===== src/rtl/cable_robot_inverse_kinematics_macros.svh =====
// Assertion macros for the cable robot kinematics RTL
`ifndef CABLE_ROBOT_INVERSE_KINEMATICS_MACROS_SVH
`define CABLE_ROBOT_INVERSE_KINEMATICS_MACROS_SVH

// fail when expr holds at a clock edge out of reset
`define CRIK_ASSERT_NEVER(lbl, expr, msg) \
    lbl: assert property (@(posedge clk) disable iff (!rst_n) !(expr)) else $error(msg);

// fail when ante holds and cons does not at the same edge
`define CRIK_ASSERT_IMPLIES(lbl, ante, cons, msg) \
    lbl: assert property (@(posedge clk) disable iff (!rst_n) (ante) |-> (cons)) else $error(msg);

`endif


===== src/rtl/crik_pkg.sv =====
// Shared types and constants of the cable robot kinematics block
package crik_pkg;

    localparam int COORD_WIDTH_DEF = 20;
    localparam int COORD_MAX_W     = 32;
    localparam int XY_W            = COORD_MAX_W + 1;
    localparam int DIFF_W          = XY_W + 1;
    localparam int ANCHOR_XY_W     = 20;
    localparam int ANCHOR_Z_W      = 16;
    localparam int ANCHOR_W        = 2 * ANCHOR_XY_W + ANCHOR_Z_W;
    localparam int NUM_ANCHORS     = 4;
    localparam int ANCHOR_IDX_W    = $clog2(NUM_ANCHORS);
    localparam int Z_W             = 16;
    localparam int ARM_W           = 16;
    localparam int LEN_W           = 20;
    localparam int MAG_W           = 31;
    localparam int ROOT_W          = 32;
    localparam int RAD_W           = 2 * ROOT_W;
    localparam int CZ_W            = Z_W + 1;
    localparam int QUEUE_DEPTH     = 2;
    localparam int CFG_ADDR_W      = 6;
    localparam int CFG_DATA_W      = 64;

    localparam logic [ARM_W-1:0]  ARM_RESET  = 16'd19635;
    localparam logic [DIFF_W-1:0] DIFF_CLAMP = DIFF_W'(64'd1 << 30);
    localparam logic [ROOT_W-1:0] LEN_MAX    = ROOT_W'((64'd1 << LEN_W) - 64'd1);

    typedef enum logic [2:0] {
        REG_ANCHOR_TL,
        REG_ANCHOR_TR,
        REG_ANCHOR_BL,
        REG_ANCHOR_BR,
        REG_ARM_OFFSET,
        REG_CENTER_X,
        REG_CENTER_Y
    } reg_idx_t;

    typedef struct packed {
        logic signed [XY_W-1:0] x;
        logic signed [XY_W-1:0] y;
        logic signed [Z_W-1:0]  z;
        logic                   ready;
    } job_t;

    typedef struct packed {
        logic [NUM_ANCHORS-1:0][ANCHOR_W-1:0] anchor;
        logic [ARM_W-1:0]                     arm;
    } geom_t;

endpackage


===== src/rtl/cable_robot_inverse_kinematics.sv =====
// Top level: configuration registers and the front, queue and back parts
// Inverse kinematics of a four-cable planar robot. A word with belts_ready high
// takes, for each of the four anchors, four squarings on the one shared
// multiplier and two floor square roots on the shared root unit, which resolves
// one bit per cycle. A word with belts_ready low returns the held lengths. A
// two-word queue lets new words enter while the back part works, and one output
// register holds the finished word until it is popped. Registers sit at byte
// address 8*i on a 64-bit APB port; write them only while the block is idle.
module cable_robot_inverse_kinematics
    import crik_pkg::*;
#(
    parameter int COORD_WIDTH = COORD_WIDTH_DEF
)
(
    input  logic                          clk,
    input  logic                          rst_n,
    input  logic                          psel,
    input  logic                          penable,
    input  logic                          pwrite,
    input  logic [CFG_ADDR_W-1:0]         paddr,
    input  logic [CFG_DATA_W-1:0]         pwdata,
    output logic [CFG_DATA_W-1:0]         prdata,
    output logic                          pready,
    input  logic                          push,
    output logic                          full,
    input  logic signed [COORD_WIDTH-1:0] pos_x,
    input  logic signed [COORD_WIDTH-1:0] pos_y,
    input  logic signed [Z_W-1:0]         pos_z,
    input  logic                          belts_ready,
    output logic                          empty,
    input  logic                          pop,
    output logic [LEN_W-1:0]              len_top_left,
    output logic [LEN_W-1:0]              len_top_right,
    output logic [LEN_W-1:0]              len_bottom_left,
    output logic [LEN_W-1:0]              len_bottom_right,
    output logic signed [Z_W-1:0]         z_out,
    output logic                          lengths_held
);

    logic [ANCHOR_W-1:0]           anchor_reg [NUM_ANCHORS];
    logic [ARM_W-1:0]              arm_reg;
    logic signed [COORD_WIDTH-1:0] center_x_reg;
    logic signed [COORD_WIDTH-1:0] center_y_reg;
    reg_idx_t                      idx;
    logic                          wr_en;
    geom_t                         geom;
    logic                          q_full, q_push, q_empty, q_pop;
    job_t                          push_job, pop_job;

    assign pready = 1'b1;
    assign idx    = reg_idx_t'(paddr[CFG_ADDR_W-1:3]);
    assign wr_en  = psel && penable && pwrite;

    always_ff @(posedge clk or negedge rst_n)
    begin
        if (!rst_n)
        begin
            anchor_reg   <= '{default: '0};
            arm_reg      <= ARM_RESET;
            center_x_reg <= '0;
            center_y_reg <= '0;
        end
        else if (wr_en)
        begin
            case (idx)
                REG_ANCHOR_TL:  anchor_reg[0] <= pwdata[ANCHOR_W-1:0];
                REG_ANCHOR_TR:  anchor_reg[1] <= pwdata[ANCHOR_W-1:0];
                REG_ANCHOR_BL:  anchor_reg[2] <= pwdata[ANCHOR_W-1:0];
                REG_ANCHOR_BR:  anchor_reg[3] <= pwdata[ANCHOR_W-1:0];
                REG_ARM_OFFSET: arm_reg       <= pwdata[ARM_W-1:0];
                REG_CENTER_X:   center_x_reg  <= pwdata[COORD_WIDTH-1:0];
                REG_CENTER_Y:   center_y_reg  <= pwdata[COORD_WIDTH-1:0];
                default:        ;
            endcase
        end
    end

    always_comb
    begin
        case (idx)
            REG_ANCHOR_TL:  prdata = CFG_DATA_W'(anchor_reg[0]);
            REG_ANCHOR_TR:  prdata = CFG_DATA_W'(anchor_reg[1]);
            REG_ANCHOR_BL:  prdata = CFG_DATA_W'(anchor_reg[2]);
            REG_ANCHOR_BR:  prdata = CFG_DATA_W'(anchor_reg[3]);
            REG_ARM_OFFSET: prdata = CFG_DATA_W'(arm_reg);
            REG_CENTER_X:   prdata = CFG_DATA_W'(center_x_reg);
            REG_CENTER_Y:   prdata = CFG_DATA_W'(center_y_reg);
            default:        prdata = '0;
        endcase
    end

    always_comb
    begin
        geom.anchor[0] = anchor_reg[0];
        geom.anchor[1] = anchor_reg[1];
        geom.anchor[2] = anchor_reg[2];
        geom.anchor[3] = anchor_reg[3];
        geom.arm       = arm_reg;
    end

    crik_front #(
        .COORD_WIDTH (COORD_WIDTH)
    ) u_front
    (
        .push        (push),
        .full        (full),
        .pos_x       (pos_x),
        .pos_y       (pos_y),
        .pos_z       (pos_z),
        .belts_ready (belts_ready),
        .center_x    (center_x_reg),
        .center_y    (center_y_reg),
        .q_full      (q_full),
        .q_push      (q_push),
        .q_job       (push_job)
    );

    crik_queue u_queue
    (
        .clk      (clk),
        .rst_n    (rst_n),
        .push     (q_push),
        .push_job (push_job),
        .full     (q_full),
        .pop      (q_pop),
        .pop_job  (pop_job),
        .empty    (q_empty)
    );

    crik_back u_back
    (
        .clk              (clk),
        .rst_n            (rst_n),
        .geom             (geom),
        .q_empty          (q_empty),
        .q_job            (pop_job),
        .q_pop            (q_pop),
        .empty            (empty),
        .pop              (pop),
        .len_top_left     (len_top_left),
        .len_top_right    (len_top_right),
        .len_bottom_left  (len_bottom_left),
        .len_bottom_right (len_bottom_right),
        .z_out            (z_out),
        .lengths_held     (lengths_held)
    );

endmodule


===== src/rtl/crik_front.sv =====
// Input side: accept position words, apply frame center, tag ready or held
module crik_front
    import crik_pkg::*;
#(
    parameter int COORD_WIDTH = COORD_WIDTH_DEF
)
(
    input  logic                          push,
    output logic                          full,
    input  logic signed [COORD_WIDTH-1:0] pos_x,
    input  logic signed [COORD_WIDTH-1:0] pos_y,
    input  logic signed [Z_W-1:0]         pos_z,
    input  logic                          belts_ready,
    input  logic signed [COORD_WIDTH-1:0] center_x,
    input  logic signed [COORD_WIDTH-1:0] center_y,
    input  logic                          q_full,
    output logic                          q_push,
    output job_t                          q_job
);

    assign full   = q_full;
    assign q_push = push && !q_full;

    always_comb
    begin
        q_job.x     = XY_W'(pos_x) + XY_W'(center_x);
        q_job.y     = XY_W'(pos_y) + XY_W'(center_y);
        q_job.z     = pos_z;
        q_job.ready = belts_ready;
    end

endmodule


===== src/rtl/crik_queue.sv =====
// Short queue of jobs between the front and back parts
module crik_queue
    import crik_pkg::*;
(
    input  logic clk,
    input  logic rst_n,
    input  logic push,
    input  job_t push_job,
    output logic full,
    input  logic pop,
    output job_t pop_job,
    output logic empty
);

    localparam int PTR_W = $clog2(QUEUE_DEPTH);
    localparam int CNT_W = $clog2(QUEUE_DEPTH + 1);

    job_t             mem_reg [QUEUE_DEPTH];
    logic [PTR_W-1:0] wr_ptr_reg, wr_ptr_next;
    logic [PTR_W-1:0] rd_ptr_reg, rd_ptr_next;
    logic [CNT_W-1:0] count_reg, count_next;
    logic             do_push, do_pop;

    assign full    = (count_reg == CNT_W'(QUEUE_DEPTH));
    assign empty   = (count_reg == '0);
    assign do_push = push && !full;
    assign do_pop  = pop && !empty;
    assign pop_job = mem_reg[rd_ptr_reg];

    always_comb
    begin
        wr_ptr_next = wr_ptr_reg;
        rd_ptr_next = rd_ptr_reg;
        count_next  = count_reg;
        if (do_push)
        begin
            wr_ptr_next = (wr_ptr_reg == PTR_W'(QUEUE_DEPTH - 1)) ? '0 : wr_ptr_reg + 1'b1;
        end
        if (do_pop)
        begin
            rd_ptr_next = (rd_ptr_reg == PTR_W'(QUEUE_DEPTH - 1)) ? '0 : rd_ptr_reg + 1'b1;
        end
        if (do_push && !do_pop)
        begin
            count_next = count_reg + 1'b1;
        end
        else if (do_pop && !do_push)
        begin
            count_next = count_reg - 1'b1;
        end
    end

    always_ff @(posedge clk or negedge rst_n)
    begin
        if (!rst_n)
        begin
            wr_ptr_reg <= '0;
            rd_ptr_reg <= '0;
            count_reg  <= '0;
        end
        else
        begin
            wr_ptr_reg <= wr_ptr_next;
            rd_ptr_reg <= rd_ptr_next;
            count_reg  <= count_next;
        end
    end

    always_ff @(posedge clk)
    begin
        if (do_push)
        begin
            mem_reg[wr_ptr_reg] <= push_job;
        end
    end

endmodule


===== src/rtl/crik_isqrt.sv =====
// Iterative floor square root, one result bit per cycle
module crik_isqrt
    import crik_pkg::*;
(
    input  logic              clk,
    input  logic              rst_n,
    input  logic              start,
    input  logic [RAD_W-1:0]  radicand,
    output logic              busy,
    output logic              done,
    output logic [ROOT_W-1:0] root
);

    localparam int REM_W = ROOT_W + 2;
    localparam int CNT_W = $clog2(ROOT_W);

    logic [RAD_W-1:0]  rad_reg, rad_next;
    logic [REM_W-1:0]  rem_reg, rem_next;
    logic [ROOT_W-1:0] root_reg, root_next;
    logic [CNT_W-1:0]  cnt_reg, cnt_next;
    logic              busy_reg, busy_next;
    logic              done_reg, done_next;
    logic [REM_W+1:0]  rem_sh;
    logic [REM_W+1:0]  trial;

    assign busy = busy_reg;
    assign done = done_reg;
    assign root = root_reg;

    always_comb
    begin
        rem_sh    = {rem_reg, rad_reg[RAD_W-1 -: 2]};
        trial     = {2'b00, root_reg, 2'b01};
        rad_next  = rad_reg;
        rem_next  = rem_reg;
        root_next = root_reg;
        cnt_next  = cnt_reg;
        busy_next = busy_reg;
        done_next = 1'b0;
        if (start)
        begin
            rad_next  = radicand;
            rem_next  = '0;
            root_next = '0;
            cnt_next  = CNT_W'(ROOT_W - 1);
            busy_next = 1'b1;
        end
        else if (busy_reg)
        begin
            rad_next = rad_reg << 2;
            if (rem_sh >= trial)
            begin
                rem_next  = REM_W'(rem_sh - trial);
                root_next = {root_reg[ROOT_W-2:0], 1'b1};
            end
            else
            begin
                rem_next  = REM_W'(rem_sh);
                root_next = {root_reg[ROOT_W-2:0], 1'b0};
            end
            cnt_next = cnt_reg - 1'b1;
            if (cnt_reg == '0)
            begin
                busy_next = 1'b0;
                done_next = 1'b1;
            end
        end
    end

    always_ff @(posedge clk or negedge rst_n)
    begin
        if (!rst_n)
        begin
            rad_reg  <= '0;
            rem_reg  <= '0;
            root_reg <= '0;
            cnt_reg  <= '0;
            busy_reg <= 1'b0;
            done_reg <= 1'b0;
        end
        else
        begin
            rad_reg  <= rad_next;
            rem_reg  <= rem_next;
            root_reg <= root_next;
            cnt_reg  <= cnt_next;
            busy_reg <= busy_next;
            done_reg <= done_next;
        end
    end

endmodule


===== src/rtl/crik_back.sv =====
// Back part: sequence squares and roots per anchor, hold lengths, drive results
`include "cable_robot_inverse_kinematics_macros.svh"
module crik_back
    import crik_pkg::*;
(
    input  logic                    clk,
    input  logic                    rst_n,
    input  geom_t                   geom,
    input  logic                    q_empty,
    input  job_t                    q_job,
    output logic                    q_pop,
    output logic                    empty,
    input  logic                    pop,
    output logic [LEN_W-1:0]        len_top_left,
    output logic [LEN_W-1:0]        len_top_right,
    output logic [LEN_W-1:0]        len_bottom_left,
    output logic [LEN_W-1:0]        len_bottom_right,
    output logic signed [Z_W-1:0]   z_out,
    output logic                    lengths_held
);

    typedef enum logic [3:0] {
        S_IDLE,
        S_MUL_A,
        S_MUL_B,
        S_ROOT1_GO,
        S_ROOT1,
        S_MUL_C,
        S_MUL_D,
        S_ROOT2_GO,
        S_ROOT2,
        S_OUT
    } state_t;

    state_t                  state_reg, state_next;
    job_t                    job_reg, job_next;
    logic [ANCHOR_IDX_W-1:0] k_reg, k_next;
    logic [RAD_W-1:0]        acc_reg, acc_next;
    logic [ROOT_W-1:0]       planar_reg, planar_next;
    logic [LEN_W-1:0]        last_len_reg [NUM_ANCHORS];
    logic [LEN_W-1:0]        last_len_next [NUM_ANCHORS];
    logic [LEN_W-1:0]        out_len_reg [NUM_ANCHORS];
    logic [LEN_W-1:0]        out_len_next [NUM_ANCHORS];
    logic signed [Z_W-1:0]   out_z_reg, out_z_next;
    logic                    out_held_reg, out_held_next;
    logic                    out_valid_reg, out_valid_next;

    logic [ANCHOR_W-1:0]       anchor;
    logic signed [DIFF_W-1:0]  dx, dy;
    logic [DIFF_W-1:0]         mx, my;
    logic [MAG_W-1:0]          cx, cy;
    logic signed [ROOT_W:0]    belt;
    logic [ROOT_W:0]           belt_abs;
    logic signed [CZ_W-1:0]    cz;
    logic [CZ_W-1:0]           cz_abs;
    logic [ROOT_W-1:0]         sq_op;
    logic [RAD_W-1:0]          sq_prod;
    logic [LEN_W-1:0]          len_sat;
    logic                      sq_start, sq_busy, sq_done;
    logic [ROOT_W-1:0]         sq_root;

    crik_isqrt u_isqrt
    (
        .clk      (clk),
        .rst_n    (rst_n),
        .start    (sq_start),
        .radicand (acc_reg),
        .busy     (sq_busy),
        .done     (sq_done),
        .root     (sq_root)
    );

    always_comb
    begin
        anchor   = geom.anchor[k_reg];
        dx       = DIFF_W'($signed(anchor[ANCHOR_XY_W-1:0])) - DIFF_W'(job_reg.x);
        dy       = DIFF_W'($signed(anchor[2*ANCHOR_XY_W-1:ANCHOR_XY_W])) - DIFF_W'(job_reg.y);
        mx       = dx[DIFF_W-1] ? DIFF_W'(-dx) : DIFF_W'(dx);
        my       = dy[DIFF_W-1] ? DIFF_W'(-dy) : DIFF_W'(dy);
        cx       = (mx > DIFF_CLAMP) ? MAG_W'(DIFF_CLAMP) : mx[MAG_W-1:0];
        cy       = (my > DIFF_CLAMP) ? MAG_W'(DIFF_CLAMP) : my[MAG_W-1:0];
        belt     = $signed({1'b0, planar_reg}) - $signed((ROOT_W + 1)'(geom.arm));
        belt_abs = belt[ROOT_W] ? (ROOT_W + 1)'(-belt) : (ROOT_W + 1)'(belt);
        cz       = CZ_W'(job_reg.z) + CZ_W'($signed(anchor[ANCHOR_W-1:2*ANCHOR_XY_W]));
        cz_abs   = cz[CZ_W-1] ? CZ_W'(-cz) : CZ_W'(cz);
        case (state_reg)
            S_MUL_A: sq_op = ROOT_W'(cx);
            S_MUL_B: sq_op = ROOT_W'(cy);
            S_MUL_C: sq_op = belt_abs[ROOT_W-1:0];
            S_MUL_D: sq_op = ROOT_W'(cz_abs);
            default: sq_op = '0;
        endcase
        sq_prod = RAD_W'(sq_op) * RAD_W'(sq_op);
        len_sat = (sq_root > LEN_MAX) ? LEN_MAX[LEN_W-1:0] : sq_root[LEN_W-1:0];
    end

    always_comb
    begin
        state_next     = state_reg;
        job_next       = job_reg;
        k_next         = k_reg;
        acc_next       = acc_reg;
        planar_next    = planar_reg;
        last_len_next  = last_len_reg;
        out_len_next   = out_len_reg;
        out_z_next     = out_z_reg;
        out_held_next  = out_held_reg;
        out_valid_next = out_valid_reg;
        q_pop          = 1'b0;
        sq_start       = 1'b0;
        if (pop && out_valid_reg)
        begin
            out_valid_next = 1'b0;
        end
        case (state_reg)
            S_IDLE:
            begin
                if (!q_empty)
                begin
                    q_pop    = 1'b1;
                    job_next = q_job;
                    k_next   = '0;
                    state_next = q_job.ready ? S_MUL_A : S_OUT;
                end
            end
            S_MUL_A:
            begin
                acc_next   = sq_prod;
                state_next = S_MUL_B;
            end
            S_MUL_B:
            begin
                acc_next   = acc_reg + sq_prod;
                state_next = S_ROOT1_GO;
            end
            S_ROOT1_GO:
            begin
                sq_start   = 1'b1;
                state_next = S_ROOT1;
            end
            S_ROOT1:
            begin
                if (sq_done)
                begin
                    planar_next = sq_root;
                    state_next  = S_MUL_C;
                end
            end
            S_MUL_C:
            begin
                acc_next   = sq_prod;
                state_next = S_MUL_D;
            end
            S_MUL_D:
            begin
                acc_next   = acc_reg + sq_prod;
                state_next = S_ROOT2_GO;
            end
            S_ROOT2_GO:
            begin
                sq_start   = 1'b1;
                state_next = S_ROOT2;
            end
            S_ROOT2:
            begin
                if (sq_done)
                begin
                    last_len_next[k_reg] = len_sat;
                    if (k_reg == ANCHOR_IDX_W'(NUM_ANCHORS - 1))
                    begin
                        state_next = S_OUT;
                    end
                    else
                    begin
                        k_next     = k_reg + 1'b1;
                        state_next = S_MUL_A;
                    end
                end
            end
            S_OUT:
            begin
                if (!out_valid_reg || pop)
                begin
                    out_valid_next = 1'b1;
                    out_len_next   = last_len_reg;
                    out_z_next     = job_reg.z;
                    out_held_next  = !job_reg.ready;
                    state_next     = S_IDLE;
                end
            end
            default:
            begin
                state_next = S_IDLE;
            end
        endcase
    end

    always_ff @(posedge clk or negedge rst_n)
    begin
        if (!rst_n)
        begin
            state_reg     <= S_IDLE;
            job_reg       <= '0;
            k_reg         <= '0;
            acc_reg       <= '0;
            planar_reg    <= '0;
            last_len_reg  <= '{default: '0};
            out_len_reg   <= '{default: '0};
            out_z_reg     <= '0;
            out_held_reg  <= 1'b0;
            out_valid_reg <= 1'b0;
        end
        else
        begin
            state_reg     <= state_next;
            job_reg       <= job_next;
            k_reg         <= k_next;
            acc_reg       <= acc_next;
            planar_reg    <= planar_next;
            last_len_reg  <= last_len_next;
            out_len_reg   <= out_len_next;
            out_z_reg     <= out_z_next;
            out_held_reg  <= out_held_next;
            out_valid_reg <= out_valid_next;
        end
    end

    assign empty            = !out_valid_reg;
    assign len_top_left     = out_len_reg[0];
    assign len_top_right    = out_len_reg[1];
    assign len_bottom_left  = out_len_reg[2];
    assign len_bottom_right = out_len_reg[3];
    assign z_out            = out_z_reg;
    assign lengths_held     = out_held_reg;

    `CRIK_ASSERT_NEVER(a_root_restart, sq_start && sq_busy, "root unit restarted while busy")
    `CRIK_ASSERT_IMPLIES(a_root_done_state, sq_done, (state_reg == S_ROOT1) || (state_reg == S_ROOT2), "root finished outside a wait state")
    `CRIK_ASSERT_IMPLIES(a_held_no_math, state_reg == S_MUL_A, job_reg.ready, "lengths computed for a held word")

endmodule


===== config.mk =====
export PLATFORM = sky130hd
export DESIGN_NAME = cable_robot_inverse_kinematics
export DESIGN_NICKNAME = d
export VERILOG_FILES = /design/src/rtl/crik_pkg.sv /design/src/rtl/cable_robot_inverse_kinematics.sv /design/src/rtl/crik_front.sv /design/src/rtl/crik_queue.sv /design/src/rtl/crik_isqrt.sv /design/src/rtl/crik_back.sv
export VERILOG_INCLUDE_DIRS = /design/src /design/src/rtl
export SDC_FILE = /design/constraint.sdc
export NUM_CORES = 2
export LEC_CHECK = 0
export ABC_AREA = 1
export CORE_UTILIZATION = 40
export DETAILED_ROUTE_END_ITERATION = 10
export DONT_BUFFER_PORTS = 1
export HOLD_SLACK_MARGIN = 0.02
export PLACE_DENSITY = 0.54
export SYNTH_ARGS = -nofsm -noshare
export SYNTH_HDL_FRONTEND = slang
export SYNTH_HIERARCHICAL = 1
export SYNTH_SLANG_ARGS = --single-unit

===== constraint.sdc =====
create_clock -name clk -period 19 [get_ports clk]
set_input_delay 3.8 -clock clk [delete_from_list [all_inputs] [get_ports clk]]
set_output_delay 3.8 -clock clk [all_outputs]
set_load 0.02 [all_outputs]

==> impl_metrics.json <==
{
  "drc": 0,
  "start_util_pct": 40.2,
  "yosys.area.top_type": "dfrtp_1",
  "yosys_warnings": 6,
  "grt_usage_pct": 25.6,
  "wl_per_cell_um": 19.5,
  "cp.arrival_ps": 17940,
  "core.rowCount": 177,
  "drt-initial-drc-count": 6079,
  "finalHoldViolCount": 0,
  "root_buffer": "clkbuf_16",
  "grt_setup_unrepaired": "no",
  "crit_type": "reg -> reg",
  "synth_cell_types": 73,
  "cts_buffers": 108,
  "p_leak_nw": 55.3,
  "syn_area_sq_um": 93600,
  "synth_edf_count": 166,
  "grt_max_degree": 785,
  "fill_cells": 23945,
  "crit_buf_inv": 12,
  "crit_slowest_cell": "nand4_2",
  "design.core.area_sq_um": 233000,
  "fin_ws_ps": 1660,
  "hold_path_class": "reg -> reg",
  "fin_tns_setup_ps": 0,
  "finClkSkew_ps": 105,
  "critPathRequiredTime_ps": 19600,
  "finalMaxSlewViolations": 0,
  "place_congestion": 0.928,
  "vdd_ir_drop_max_v": 0.0000837,
  "vias": 80141,
  "ioPinCount": 298,
  "fmax_mhz": 57.7,
  "cts_resized": 0,
  "synth_flop_cell": "dfrtp_1",
  "grt_pass1_wl_um": 471000,
  "clkLatencyLatePin_ps": 830,
  "dp_hpwl_um": 228000,
  "startpoint_type": "flop",
  "htreeDepth": 3,
  "dieArea_sq_um": 236000,
  "status": "finished, final reports clean",
  "holdCritStartpoint": "u_back/job_reg[50]$_DFFE_PN0P_",
  "die_w_um": 486,
  "cts_setup_buffers": 0,
  "crit_path_start": "u_back/k_reg[0]$_DFFE_PN0P_",
  "cts_num_sinks": 950,
  "port_buffers": 0,
  "wirelength_um": 301000,
  "cap_violations": 0,
  "yosysMostFrequentCell": "nand2_1",
  "yosysTopAreaCellShare_pct": 20.8,
  "rrSetupSlack_ps": 1660,
  "syn_to_final_growth_pct": 6.23,
  "place_ws_ps": 2020,
  "overflow": 0,
  "die_h_um": 486,
  "fin_crit_sh_pct": 91.3,
  "r2r_cells": 68,
  "end_kind": "flop",
  "largest_reg_flops": 224,
  "ctsHoldBuffers": 0,
  "tightestPinTransition_ps": 1240,
  "antenna_found_initial": 12,
  "layout-drive-gt1-share_pct": 5.19,
  "vias_per_cell": 5.18,
  "finalSetupViolCount": 0,
  "period_needed_ps": 17340,
  "path_max_fanout": 33,
  "cpPeakStageDelay_ps": 880,
  "grt_pass1_vias": 80820,
  "crit_top_cell": "nand2_1",
  "r2r_start": "u_back/k_reg[0]$_DFFE_PN0P_",
  "synth_fp_nets": 14104,
  "clockBufferDepth": 3,
  "async_flop_share_pct": 82.5,
  "rr_endpoint": "u_back/acc_reg[61]$_DFFE_PN0P_",
  "cts_tree": "done",
  "synthesis.instances": 12633,
  "hold_depth": 2,
  "clk_pin_slew_ps": 60,
  "power_density_nw_per_um2": 68.2,
  "place_area_sq_um": 95500,
  "nets": 13795,
  "ant_nets": 0,
  "synthTopCellsByArea": "dfrtp_1, fa_1, nand2_1",
  "slew_headroom_pct": 17.3,
  "synth.avg_cell_area_sq_um": 7.41,
  "synth.ff_latch_count": 950,
  "holdPathEnd": "u_back/job_reg[50]$_DFFE_PN0P_",
  "final_cell_area_sq_um": 99400,
  "ys_seq_area_share_pct": 26.3,
  "first_pass_iters": 8,
  "synthTopCellsByCount": "nand2_1, inv_1, o21ai_0, fa_1, dfrtp_1",
  "crit_family": "adder cells"
}
-- cells by family (layout without fill, tap and decap cells) --
group | Yosys count | count (layout) | share of synthesized area (%)
adders and majority gates | 1337 | 1337 | 24.4
buffers and inverters | 3018 | 2804 | 13.1
and+or+nand+nor | 5465 | 5465 | 24.6
DFF | 950 | 950 | 26.3
xor gates and xnor gates | 183 | 183 | 1.72
AOI/OAI and AO/OA | 1674 | 1674 | 9.89
muxes | 5 | 5 | 0.0588
other | 1 | 7 | 0.00401
-- layer usage --
metal / wire length [um] / share of wire [%] / track usage (%)
met5: 13 / 0.0043 / 0
met4: 8590 / 2.9 / 7.40
met3: 22300 / 7.4 / 5.22
met2: 137000 / 46 / 41.8
met1: 133000 / 44 / 34.0
-- how the worst max path moves through the flow --
stage                                     endpoint  slack (ps)  cells after the start
finish              u_back/acc_reg[61]$_DFFE_PN0P_        1660                     68
global route        u_back/acc_reg[61]$_DFFE_PN0P_         730                     68
CTS                 u_back/acc_reg[61]$_DFFE_PN0P_        1980                     68
detailed placement  u_back/acc_reg[61]$_DFFE_PN0P_        2020                     68
global placement    u_back/acc_reg[61]$_DFFE_PN0P_        2220                     68
floorplan           u_back/acc_reg[63]$_DFFE_PN0P_        5950                     75
-- cell usage in the layout (no fill, tap or decap), types with 19 or more instances in the layout --
cell / synthesis / routed
a21oi_1: 369 / 369
a31oi_1: 90 / 89
buf_4: 143 / 95
clkbuf_1: 222 / 21
clkbuf_16: 0 / 108
clkbuf_8: 0 / 22
clkinv_2: 0 / 28
dfrtp_1: 776 / 773
edfxtp_1: 166 / 166
fa_1: 808 / 808
ha_1: 529 / 529
inv_1: 2422 / 2416
inv_2: 75 / 75
nand2_1: 3595 / 3593
nand2_2: 77 / 76
nand2_4: 23 / 26
nand3_1: 529 / 522
nand3_2: 34 / 36
nand3b_1: 51 / 51
nand4_1: 221 / 221
nor2_1: 765 / 756
nor2_2: 31 / 36
nor3_1: 56 / 55
nor4_1: 19 / 19
o211ai_1: 83 / 83
o21ai_0: 819 / 819
o21ai_1: 93 / 93
o21ai_2: 21 / 21
o21bai_1: 32 / 32
o22ai_1: 88 / 88
or2_2: 23 / 23
xnor2_1: 69 / 69
xor2_1: 113 / 113
-- stage by stage --
stage	utilization, %	hold WS [ps]	cells	power [mW]
final	42.8	481	15468	6.78
after global routing	42.7	499	15466	7.19
after CTS	42.7	487	15458	6.79
after detailed placement	41.1	467	15253	4.52
after global placement	41.1	465	15253	4.49
after floorplan	-	437	12633	3.96
-- power by group --
part	switching, mW	internal (mW)
sequential	0.131	2.34
clock	0.950	1.30
combinational	1.50	0.569
total	2.58	4.21
-- worst register-to-register path: cells and delay by family (launching register included) --
kind	cells	cell delay, ps
AOI/OAI and AO/OA	16	4590
adders and majority gates	11	5320
DFF	1	500
and+or+nand+nor	28	4500
xor gates and xnor gates	1	340
buffers and inverters	12	1900
-- cell type report --
type                    instances  area (sq um)  share of cell area [%]
diodes                          6          15.0                  0.0151
clock buffers                 151          3080                    3.10
clock inverters                54           743                   0.748
inverters                    2498          9390                    9.45
multi-input cells            8665         56900                    57.2
flip-flops and latches        950         24600                    24.8
well taps                    3043          3810                    3.83
repair buffers                101           863                   0.868
No activity file was read; power rests on OpenSTA's default activity.
